==> src/design/wgcs_pkg.sv <==
// Package for the word-grouped conservative-update sketch core.
// Sizes, slot layout tables and controller/datapath interface structs.
// Used by the datapath, controller and top level; no dependencies.
package wgcs_pkg;

  localparam int WORDS             = 1024;
  localparam int COUNTERS_PER_WORD = 8;
  localparam int HASHED_WORDS      = 2;
  localparam int HASHED_COUNTERS   = 4;
  localparam int COUNTER_BITS      = 32;

  // fixed field widths of the stream items
  localparam int IDX_W     = 10;
  localparam int SLOT_IN_W = 3;
  localparam int EST_W     = 32;
  localparam int NUM_SLOTS = 4;
  localparam int SLOT_CODES = 1 << SLOT_IN_W;

  localparam int WADDR_W = $clog2(WORDS);
  localparam int SLOT_W  = $clog2(COUNTERS_PER_WORD);

  // slots spread over the hashed words, first words take the remainder
  localparam int WORDS_USED = (HASHED_WORDS < 1) ? 1 : ((HASHED_WORDS > 2) ? 2 : HASHED_WORDS);
  localparam int CTRS_USED  = (HASHED_COUNTERS < 1) ? 1 :
                              ((HASHED_COUNTERS > NUM_SLOTS) ? NUM_SLOTS : HASHED_COUNTERS);
  localparam int PER_BASE   = CTRS_USED / WORDS_USED;
  localparam int PER_REST   = CTRS_USED - PER_BASE * WORDS_USED;
  localparam int CNT_A      = PER_BASE + ((PER_REST > 0) ? 1 : 0);

  // word index folding: exact reciprocal for 10-bit indices
  localparam bit WORD_FOLD   = (WORDS < (1 << IDX_W));
  localparam int FOLD_SHIFT  = 20;
  localparam int FOLD_RECIP  = ((1 << FOLD_SHIFT) + WORDS - 1) / WORDS;
  localparam int FOLD_PROD_W = 32;
  localparam int FOLD_MUL_W  = 2 * IDX_W;

  typedef logic [SLOT_W-1:0]                           slot_t;
  typedef logic [COUNTER_BITS-1:0]                     ctr_t;
  typedef logic [COUNTERS_PER_WORD-1:0][COUNTER_BITS-1:0] word_t;
  typedef logic [WADDR_W-1:0]                          waddr_t;
  typedef logic [SLOT_CODES-1:0][SLOT_W-1:0]           slot_map_t;

  localparam ctr_t CTR_MAX = '1;

  function automatic slot_map_t build_slot_map();
    slot_map_t m;
    for (int i = 0; i < SLOT_CODES; i++) begin
      m[i] = slot_t'(i % COUNTERS_PER_WORD);
    end
    return m;
  endfunction

  function automatic logic [NUM_SLOTS-1:0] build_used_mask();
    logic [NUM_SLOTS-1:0] m;
    for (int i = 0; i < NUM_SLOTS; i++) begin
      m[i] = (i < CTRS_USED);
    end
    return m;
  endfunction

  function automatic logic [NUM_SLOTS-1:0] build_b_mask();
    logic [NUM_SLOTS-1:0] m;
    for (int i = 0; i < NUM_SLOTS; i++) begin
      m[i] = (i >= CNT_A);
    end
    return m;
  endfunction

  localparam slot_map_t            SLOT_MAP  = build_slot_map();
  localparam logic [NUM_SLOTS-1:0] SLOT_USED = build_used_mask();
  localparam logic [NUM_SLOTS-1:0] SLOT_IN_B = build_b_mask();

  typedef struct packed {
    logic                               query;
    logic [IDX_W-1:0]                   idx_a;
    logic [IDX_W-1:0]                   idx_b;
    logic [NUM_SLOTS-1:0][SLOT_IN_W-1:0] slot;
  } item_t;

  // controller -> datapath
  typedef struct packed {
    logic clr;
    logic latch;
    logic rd_b;
    logic cap_a;
    logic cap_b;
    logic calc_min;
    logic wr_a;
    logic wr_b;
    logic out_load;
  } cmd_t;

  // datapath -> controller
  typedef struct packed {
    logic clr_last;
    logic is_query;
    logic out_free;
  } stat_t;

endpackage

==> src/design/wgcs_ctrl.sv <==
// Controller of the sketch core: clearing sweep, read / minimum / write-back
// or result sequence per item. Uses wgcs_pkg.
module wgcs_ctrl (
  input  logic            clk,
  input  logic            rst_n,
  input  logic            in_valid,
  output logic            in_ready,
  input  wgcs_pkg::stat_t stat,
  output wgcs_pkg::cmd_t  cmd
);

  localparam logic [3:0] S_CLEAR = 4'd0;
  localparam logic [3:0] S_IDLE  = 4'd1;
  localparam logic [3:0] S_RDA   = 4'd2;
  localparam logic [3:0] S_RDB   = 4'd3;
  localparam logic [3:0] S_CAPB  = 4'd4;
  localparam logic [3:0] S_MIN   = 4'd5;
  localparam logic [3:0] S_RES   = 4'd6;
  localparam logic [3:0] S_WRA   = 4'd7;
  localparam logic [3:0] S_WRB   = 4'd8;

  logic [3:0] state_r, state_nxt;

  always_comb begin
    state_nxt = state_r;
    cmd       = '0;
    in_ready  = 1'b0;
    case (state_r)
      S_CLEAR: begin
        cmd.clr = 1'b1;
        if (stat.clr_last) begin
          state_nxt = S_IDLE;
        end
      end
      S_IDLE: begin
        in_ready  = 1'b1;
        cmd.latch = 1'b1;
        if (in_valid) begin
          state_nxt = S_RDA;
        end
      end
      S_RDA: begin
        state_nxt = S_RDB;
      end
      S_RDB: begin
        cmd.rd_b  = 1'b1;
        cmd.cap_a = 1'b1;
        state_nxt = S_CAPB;
      end
      S_CAPB: begin
        cmd.cap_b = 1'b1;
        state_nxt = S_MIN;
      end
      S_MIN: begin
        cmd.calc_min = 1'b1;
        state_nxt    = stat.is_query ? S_RES : S_WRA;
      end
      S_RES: begin
        if (stat.out_free) begin
          cmd.out_load = 1'b1;
          state_nxt    = S_IDLE;
        end
      end
      S_WRA: begin
        cmd.wr_a  = 1'b1;
        state_nxt = S_WRB;
      end
      S_WRB: begin
        cmd.wr_b  = 1'b1;
        state_nxt = S_IDLE;
      end
      default: begin
        state_nxt = S_IDLE;
      end
    endcase
  end

  always_ff @(posedge clk) begin
    if (!rst_n) begin
      state_r <= S_CLEAR;
    end else begin
      state_r <= state_nxt;
    end
  end

endmodule

==> config.mk <==
export PLATFORM = sky130hd
export DESIGN_NAME = wgcs_ctrl
export DESIGN_NICKNAME = d
export VERILOG_FILES = /design/src/design/wgcs_pkg.sv /design/src/design/wgcs_ctrl.sv
export SDC_FILE = /design/constraint.sdc
export NUM_CORES = 1
export LEC_CHECK = 0
export ABC_CLOCK_PERIOD_IN_PS = 1520
export BUFFER_PORTS_ARGS = -buffer_cell sky130_fd_sc_hd__buf_2
export CAP_MARGIN = 40
export CORE_AREA = 2 2 39 41
export DETAILED_ROUTE_END_ITERATION = 12
export DIE_AREA = 0 0 41 43
export GPL_ROUTABILITY_DRIVEN = 0
export PLACE_DENSITY = 0.58
export SLEW_MARGIN = 25
export SYNTH_ARGS = -nofsm -noshare
export SYNTH_HDL_FRONTEND = slang
export SYNTH_SLANG_ARGS = --single-unit
==> constraint.sdc <==
create_clock -name clk -period 1.52 [get_ports clk]
set_input_delay 0.076 -clock clk [delete_from_list [all_inputs] [get_ports clk]]
set_output_delay 0.076 -clock clk [all_outputs]
set_load 0.03 [all_outputs]
==> results of run 1 <==
## cell usage after synthesis (all sizes together)
master  count  share of area
o21ai       2          0.031
nand3       1          0.016
nor4        1          0.019
nor2        5          0.066
nor3        3          0.047
nor3b       1          0.023
buf         6           0.16
nand2       2          0.023
a21oi       5          0.090
nand3b      1          0.023
and2        1          0.019
nor4b       2          0.074
o31ai       2          0.062
dfxtp       4           0.25
nor2b       1          0.019
nand2b      3          0.082
## final cells by class
class | count | area [µm²]
Timing Repair Buffer | 16 | 82.58
Fill cell | 144 | 962.2
Sequential cell | 4 | 82.58
Multi-Input combinational cell | 30 | 214.0
Tap cell | 16 | 20.02
Clock buffer | 3 | 22.52
## power groups by stage
stage | Combinational (W) | Clock (W) | Sequential, W
5_1_grt | 0.000110 | 0.000142 | 0.000137
4_1_cts | 0.000101 | 0.000137 | 0.000135
3_5_place_dp | 0.000100 | 0 | 0.000136
2_1_floorplan | 0.000102 | 0 | 0.000120
3_3_place_gp | 0.000101 | 0 | 0.000136
6_report | 0.000100 | 0.000130 | 0.000136
## path summary, 6_finish.rpt
kind / from / endpoint / slack (ns)
max reg2reg: state_r[2] / state_r[0] / 0.41
min reg2reg: state_r[1] / state_r[2] / 0.59
min: rst_n / state_r[0] / 0.08
max: state_r[1] / cmd[0] / 0.14
## through the flow
step | utilization | area [µm²] | total power, W | hold WS, ns | setup slack, ns
floorplan | - | 344.1 | 0.0002228 | 0.1918 | 0.1178
global placement | 0.2866 | 396.6 | 0.0002367 | 0.3262 | 0.2539
detailed placement | 0.2866 | 396.6 | 0.0002359 | 0.3251 | 0.2335
CTS | 0.3038 | 420.4 | 0.0003726 | 0.07988 | 0.01086
global route | 0.3047 | 421.7 | 0.0003894 | 0.09374 | 0.02732
finish | 0.3047 | 421.7 | 0.0003652 | 0.08399 | 0.1406
## critical path, stage by stage, from the launching register on
cell and delay (ns):
dfxtp_2 0.44, nand2_1 0.14, nor4b_2 0.26, buf_2 0.23
## layer usage
layer	up-vias	wire (µm)
met5	-	0
met4	0	0
met3	0	67
met2	16	321
met1	141	287
li1	165	-
## cells by family after synthesis
family,after synthesis,synth area share
AOI/OAI and AO/OA,9,0.1829
buffers and inverters,6,0.1556
DFF,4,0.2490
and+or+nand+nor,21,0.4125
==> reports/results.ini, run 1 <==
[sta]
final.period_utilization=0.9075
max_clock_freq_mhz=724.9
worst_pin_slew_ns=0.3368
setup_viol=0
tns_ns=0
slew_headroom=0.7751
rsz0062_at_grt=false
finalHoldViolCount=0
period_needed_ns=1.379
slew_violations=0
finClkSkew_ns=0.001707

[power_and_ir_drop]
combPwrFrac=0.274
power.static_leakage_nw=0.1837
peakVddDrop_uv=293.1
internal_power_w=0.0002399
switching_share=0.3430
p_clk_frac=0.355
power_density_nw_per_um2=866.2
seqPwrFrac=0.372
p_sw_w=0.0001253

[global_routing]
overflow=0
antenna_found_initial=0
use_met1=0.09585
grt_most_used_layer=met2
use_met2=0.1250
track_usage=0.08216
grtUsageMet3=0.03141
grt_pass1_wl_um=986
grt_max_degree=14
grt_pass1_vias=256

[finish]
n_antenna_cell=0
largestRegisters=state_r x4
stdcell_count=69
final_cell_mix=15 x buf_2, 4 x nor2_1, 4 x a21oi_1
final_net_count=61
top_register=state_r
area_growth_pct=31.13
final_common_cell=buf_2
largest_register_ffs=4
drive_gt1_frac=0.5660

[detailed_routing]
wirelength_um=677
vias=322
final_antenna_net_count=0
firstDrtPassIters=4
drc=0
routedWlPerCell_um=9.812
drt_iter0_markers=4
vias_per_cell=4.667

[synthesis]
synth_area_um2=321.6
syn_avg_cell_area_um2=8.039
synth_seq_cells=4
syn_nets=46
synthCells=40
synth_sequential_area_ratio=0.2490
yosysUniqueCellTypes=23
synth_warnings=0

[clocking]
postCtsSetupBuffers=0
htreeDepth=1
cts_tree=built
clk_latency_ns=0.23
hold_buffers=0
clock-sinks=4
cts-root-buf=clkbuf_4
ctsResizeCount=1
clk_path_buf_depth=2
clk_pin_slew_worst_paths_ns=0.04
cts_buffers=3

[worst_setup_path]
cp.arrival_ns=1.30
r2r_cells=5
critical_path_peak_fanout=12
critPathLaunchType=flop
worstSetupEndpointType=primary output
required_ns=1.44
critical_path_class=flop to primary output

[placement]
dp_hpwl_um=522.5
port_buffers=15
dp_cells=66

[hold_path]
min_path_cells=3
hold_path.class=input port to flop

[run]
maxCapViolCount=0

[die]
core-area_um2=1384
std_cell_rows=14
dieWidth_um=41
die_h_um=43
fp.dieArea_um2=1763
io_pins=16
start_util=0.2324

[status]
status=complete, no violations

No activity file was read; power rests on OpenSTA's default activity.
==> inputs of run 2 (changes only) <==
RECOVER_POWER = 100   (was not set)
==> reports/results.ini, run 2 (synthesized netlist as in run 1, its figures left out) <==
[clocking]
clk_path_buf_depth=2  ; unchanged
hold_buffers=0  ; unchanged
postCtsSetupBuffers=0  ; unchanged
cts_tree=built  ; unchanged
clock-sinks=4  ; unchanged
cts-root-buf=clkbuf_4  ; unchanged
htreeDepth=1  ; unchanged
clk_pin_slew_worst_paths_ns=0.03  ; was 0.04 ns
clk_latency_ns=0.23  ; about the same
cts_buffers=3  ; unchanged

[run]
maxCapViolCount=0  ; unchanged

[finish]
drive_gt1_frac=0.5472  ; was 0.5660
fill_cells=146  ; was 144
final_common_cell=buf_2  ; unchanged
largest_register_ffs=4  ; unchanged
n_antenna_cell=0  ; unchanged
top_register=state_r  ; unchanged
final_cell_mix=9 x buf_2, 6 x clkbuf_2, 4 x nor2_1, 4 x a21oi_1  ; was 15 x buf_2, 4 x nor2_1, 4 x a21oi_1
regArea_um2=82.58  ; unchanged
area_growth_pct=28.79  ; was 31.13%
multiInputGateArea_um2=206.4  ; was 214.0 µm²
largestRegisters=state_r x4  ; unchanged
final_net_count=61  ; unchanged

[power_and_ir_drop]
combPwrFrac=0.271  ; was 0.274
power.static_leakage_nw=0.1789  ; was 0.1837 nW
seqPwrFrac=0.371  ; was 0.372
p_clk_frac=0.358  ; was 0.355
p_total_w=0.0003615  ; was 0.0003652 W
power_density_nw_per_um2=872.9  ; was 866.2 nW/µm²
p_sw_w=0.0001238  ; was 0.0001253 W
peakVddDrop_uv=291.0  ; was 293.1 µV
internal_power_w=0.0002377  ; was 0.0002399 W
switching_share=0.3425  ; was 0.3430

[worst_setup_path]
r2r_slack_ns=0.41  ; about the same
crit_path_cell_trace=nand2b_1 > nor3b_2 > buf_2  ; was nand2_1 > nor4b_2 > buf_2
critical_path_class=flop to primary output  ; unchanged
cp_slowest_cell=dfxtp_2  ; unchanged
r2r-start=state_r[2]  ; unchanged
critPathLaunch=state_r[0]  ; was state_r[1]
critPathLaunchType=flop  ; unchanged
critical_path_peak_fanout=13  ; was 12
slowest_delay_ns=0.47  ; was 0.44 ns
required_ns=1.44  ; about the same
rr_endpoint=state_r[0]  ; unchanged
worstSetupEndpointType=primary output  ; unchanged
cp.arrival_ns=1.32  ; was 1.30 ns
r2r_cells=5  ; unchanged

[sta]
worst_pin_slew_ns=0.3226  ; was 0.3368 ns
finClkSkew_ns=0.001714  ; was 0.001707 ns
rsz0062_at_grt=false  ; unchanged
setup_viol=0  ; unchanged
tns_ns=0  ; unchanged
max_clock_freq_mhz=718.6  ; was 724.9 MHz
final.period_utilization=0.9156  ; was 0.9075
slew_headroom=0.7847  ; was 0.7751
finalHoldViolCount=0  ; unchanged
slew_violations=0  ; unchanged
period_needed_ns=1.392  ; was 1.379 ns

[die]
die_h_um=43  ; unchanged
dieWidth_um=41  ; unchanged
std_cell_rows=14  ; unchanged
fp.dieArea_um2=1763  ; unchanged
io_pins=16  ; unchanged
start_util=0.2324  ; unchanged
core-area_um2=1384  ; unchanged

[detailed_routing]
firstDrtPassIters=4  ; unchanged
drc=0  ; unchanged
wirelength_um=678  ; was 677 µm
drt_iter0_markers=4  ; unchanged
vias_per_cell=4.623  ; was 4.667
routedWlPerCell_um=9.826  ; was 9.812 µm
vias=319  ; was 322
final_antenna_net_count=0  ; unchanged

[global_routing]
grt_pass1_wl_um=986  ; unchanged
track_usage=0.08216  ; unchanged
antenna_found_initial=0  ; unchanged
grt_max_degree=14  ; unchanged
grt_pass1_vias=256  ; unchanged
overflow=0  ; unchanged

[placement]
dp_hpwl_um=522.5  ; unchanged
port_buffers=15  ; unchanged

[hold_path]
min_to=state_r[0]  ; unchanged
min_path_cells=3  ; unchanged
hold_start=rst_n  ; unchanged
hold_path.class=input port to flop  ; unchanged

[status]
status=complete, no violations  ; unchanged

## run 2: cell types whose count changed in the layout (fill, tap and decap cells not counted), sizes merged
| cell | before | now |
|---|---|---|
| buf | 16 | 10 |
| clkbuf | 3 | 9 |
## run 2: how the worst max path moves through the flow
stage | endpoint | slack [ns]
after floorplan | cmd[6] | 0.12
after global placement | cmd[5] | 0.25
after detailed placement | cmd[0] | 0.23
after CTS | cmd[5] | 0.01
after global routing | cmd[5] | 0.02
final | cmd[5] | 0.13
## run 2: repair_timing
action	4_1_cts	5_1_grt
cloned	0	0
endpoints found under the setup margin	1	4
gates resized for setup	1	1
## run 2: power groups by stage
stage	Combinational [W]	Clock (W)	Sequential [W]
after detailed placement	0.000100	0	0.000136
after CTS	0.000101	0.000137	0.000135
after global routing	0.000108	0.000142	0.000136
after global placement	0.000101	0	0.000136
final	0.0000979	0.000130	0.000134
after floorplan	0.000102	0	0.000120
## run 2: area by class of cell
type,count,area share
well taps,16,0.04834
multi-input cells,30,0.4985
clock buffers,3,0.05438
flip-flops and latches,4,0.1994
repair buffers,16,0.1994
## run 2: critical path: cells and delay by family (launching register included)
family                 cells  cell delay [ns]
and+or+nand+nor            2             0.39
DFF                        1             0.47
buffers and inverters      1             0.22
## run 2: metrics by stage
step,instance area (µm²),cells,hold slack [ns],setup WS (ns),util
floorplan,344.1,40,0.1918,0.1178,-
global placement,396.6,66,0.3262,0.2539,0.2866
detailed placement,396.6,66,0.3251,0.2335,0.2866
CTS,420.4,69,0.07988,0.01086,0.3038
global route,414.1,69,0.09374,0.02013,0.2993
finish,414.1,69,0.08339,0.1283,0.2993
## run 2: routing by layer
layer | vias to the layer above | GRT usage | wire length, µm
li1 | 165 | - | -
met1 | 138 | 0.09585 | 296
met2 | 16 | 0.1250 | 319
met3 | 0 | 0.03141 | 62
met4 | 0 | 0.04000 | 0
met5 | - | 0 | 0
==> inputs of run 3 (changes only) <==
ABC_AREA = 1   (was not set)
PLACE_DENSITY = 0.59   (was 0.58)
==> reports/results.ini, run 3 <==
[synthesis]
synth_sequential_area_ratio=0.2362  ; was 0.2490
syn_nets=68  ; was 46
synth_area_leader_cell=dfxtp_1  ; unchanged
synth_most_common_cell=inv_1
syn_avg_cell_area_um2=5.469  ; was 8.039 µm²
synth_warnings=0  ; unchanged
synth_async_sr_flop_share=0  ; unchanged
ys.flop_type=dfxtp_1  ; unchanged
yosys-top-cells-area=dfxtp_1 24%, inv_1 18%, nand2_1 15%  ; was dfxtp_1 25%, buf_4 7.0%, buf_6 7.0%
synthCells=62  ; was 40
yosysUniqueCellTypes=13  ; was 23
synth_top_area_share=0.2362  ; was 0.2490
synth-edff-count=0  ; unchanged
synth_seq_cells=4  ; unchanged
synth_area_um2=339.1  ; was 321.6 µm²
synth_commonest_cells=16 x inv_1, 14 x nand2_1, 11 x nor2_1  ; was 4 x a21oi_1, 4 x dfxtp_1, 4 x nor2_1

[finish]
final_net_count=86  ; was 61
largest_register_ffs=4  ; unchanged
largestRegisters=state_r x4  ; unchanged
final_common_cell=inv_1  ; was buf_2
area_growth_pct=29.15  ; was 28.79%
n_antenna_cell=0  ; unchanged
top_register=state_r  ; unchanged
drive_gt1_frac=0.2949  ; was 0.5472
final_cell_mix=16 x inv_1, 14 x nand2_1, 12 x nor2_1  ; was 9 x buf_2, 6 x clkbuf_2, 4 x nor2_1, 4 x a21oi_1

[detailed_routing]
final_antenna_net_count=0  ; unchanged
vias_per_cell=4.266  ; was 4.623
wirelength_um=721  ; was 678 µm
drc=0  ; unchanged
vias=401  ; was 319
routedWlPerCell_um=7.670  ; was 9.826 µm
drt_iter0_markers=4  ; unchanged
firstDrtPassIters=4  ; unchanged

[global_routing]
track_usage=0.09319  ; was 0.08216
grt_pass1_vias=340  ; was 256
antenna_found_initial=0  ; unchanged
grt_max_degree=7  ; was 14
overflow=0  ; unchanged
grt_pass1_wl_um=1110  ; was 986 µm

[clocking]
hold_buffers=0  ; unchanged
clock-sinks=4  ; unchanged
cts_tree=built  ; unchanged
clk_pin_slew_worst_paths_ns=0.04  ; was 0.03 ns
cts_buffers=3  ; unchanged
clk_latency_ns=0.23  ; about the same
htreeDepth=1  ; unchanged
ctsResizeCount=0  ; was 1
cts-root-buf=clkbuf_4  ; unchanged
clk_path_buf_depth=2  ; unchanged
postCtsSetupBuffers=0  ; unchanged

[placement]
dp_hpwl_um=631.9  ; was 522.5 µm
port_buffers=15  ; unchanged

[worst_setup_path]
required_ns=1.44  ; about the same
critical_path_peak_fanout=6  ; was 13
rr_endpoint=state_r[0]  ; unchanged
r2r_slack_ns=0.35  ; was 0.41 ns
critical_path_class=flop to primary output  ; unchanged
cp.arrival_ns=1.25  ; was 1.32 ns
r2r-start=state_r[2]  ; unchanged
worstSetupEndpointType=primary output  ; unchanged
critPathLaunchType=flop  ; unchanged
r2r_cells=9  ; was 5

[power_and_ir_drop]
peakVddDrop_uv=458.5  ; was 291.0 µV
p_sw_w=0.0004459  ; was 0.0001238 W
p_clk_frac=0.156  ; was 0.358
seqPwrFrac=0.203  ; was 0.371
power_density_nw_per_um2=1890  ; was 872.9 nW/µm²
internal_power_w=0.0003816  ; was 0.0002377 W
p_total_w=0.0008275  ; was 0.0003615 W
combPwrFrac=0.641  ; was 0.271
switching_share=0.5389  ; was 0.3425
power.static_leakage_nw=0.2906  ; was 0.1789 nW

[die]
die_h_um=43  ; unchanged
start_util=0.2450  ; was 0.2324
std_cell_rows=14  ; unchanged
io_pins=16  ; unchanged
fp.dieArea_um2=1763  ; unchanged
dieWidth_um=41  ; unchanged
core-area_um2=1384  ; unchanged

[sta]
slew_headroom=0.7532  ; was 0.7847
finalHoldViolCount=0  ; unchanged
period_needed_ns=1.322  ; was 1.392 ns
setup_viol=0  ; unchanged
rsz0062_at_grt=false  ; unchanged
holdWs_ns=0.1148  ; was 0.08339 ns
slew_violations=0  ; unchanged
tns_ns=0  ; unchanged
finClkSkew_ns=0.001046  ; was 0.001714 ns
worst_pin_slew_ns=0.3718  ; was 0.3226 ns
final.period_utilization=0.8695  ; was 0.9156
max_clock_freq_mhz=756.7  ; was 718.6 MHz

[status]
status=complete, no violations  ; unchanged

[hold_path]
min_to=state_r[1]  ; was state_r[0]
min_path_cells=3  ; unchanged
hold_start=rst_n  ; unchanged
hold_path.class=input port to flop  ; unchanged

[run]
maxCapViolCount=0  ; unchanged

## run 3: logic make-up after synthesis
| logic type | synth area share |
|---|---|
| buffers and inverters | 0.2325 |
| flip-flops | 0.2362 |
| AO/OA/AOI/OAI | 0.03321 |
| AND/OR/NAND/NOR | 0.4981 |
## run 3: worst max-delay path, stage by stage, from the launching register on
cell      delay, ns
dfxtp_1        0.42
nand2_1        0.11
nor2_1         0.15
clkbuf_1       0.33
## run 3: final cells by class
cell class	instances	area [µm²]
Fill cell	166	945.9
Sequential cell	4	80.08
Clock buffer	3	22.52
Multi-Input combinational cell	39	177.7
Inverter	17	63.81
Timing Repair Buffer	15	73.82
Tap cell	16	20.02
## run 3: routing by layer
layer / part of all wire / up-vias / track usage / wire [µm]
met1: 0.43 / 175 / 0.08626 / 310
met3: 0.037 / 0 / 0.01571 / 27
met4: 0 / 0 / 0.08000 / 0
met5: 0 / - / 0 / 0
met2: 0.53 / 9 / 0.1594 / 384
li1: - / 217 / - / -
## run 3: worst max-delay path by stage
stage,from,endpoint,slack [ns],depth (start not counted)
after global placement,state_r[2],state_r[0],0.38,8
final,state_r[2],cmd[2],0.20,3
after global routing,state_r[1],cmd[8],0.08,4
after CTS,state_r[2],cmd[5],0.21,4
after detailed placement,state_r[2],state_r[0],0.36,8
after floorplan,state_r[2],state_r[0],0.17,7
## run 3: per-stage QoR
| step | util | std cells | setup WS (ns) | instance area (µm²) |
|---|---|---|---|---|
| after floorplan | - | 62 | 0.1690 | 339.1 |
| after global placement | 0.3029 | 91 | 0.3793 | 419.2 |
| after detailed placement | 0.3029 | 91 | 0.3646 | 419.2 |
| after CTS | 0.3192 | 94 | 0.2133 | 441.7 |
| after global routing | 0.3165 | 94 | 0.08211 | 437.9 |
| final | 0.3165 | 94 | 0.1984 | 437.9 |
## run 3: power by group through the flow
stage / registers, W / clock network (W) / logic [W]
after floorplan: 0.000166 / 0 / 0.000445
after global placement: 0.000170 / 0 / 0.000530
after detailed placement: 0.000170 / 0 / 0.000534
after CTS: 0.000168 / 0.000131 / 0.000536
after global routing: 0.000175 / 0.000140 / 0.000597
final: 0.000168 / 0.000129 / 0.000530
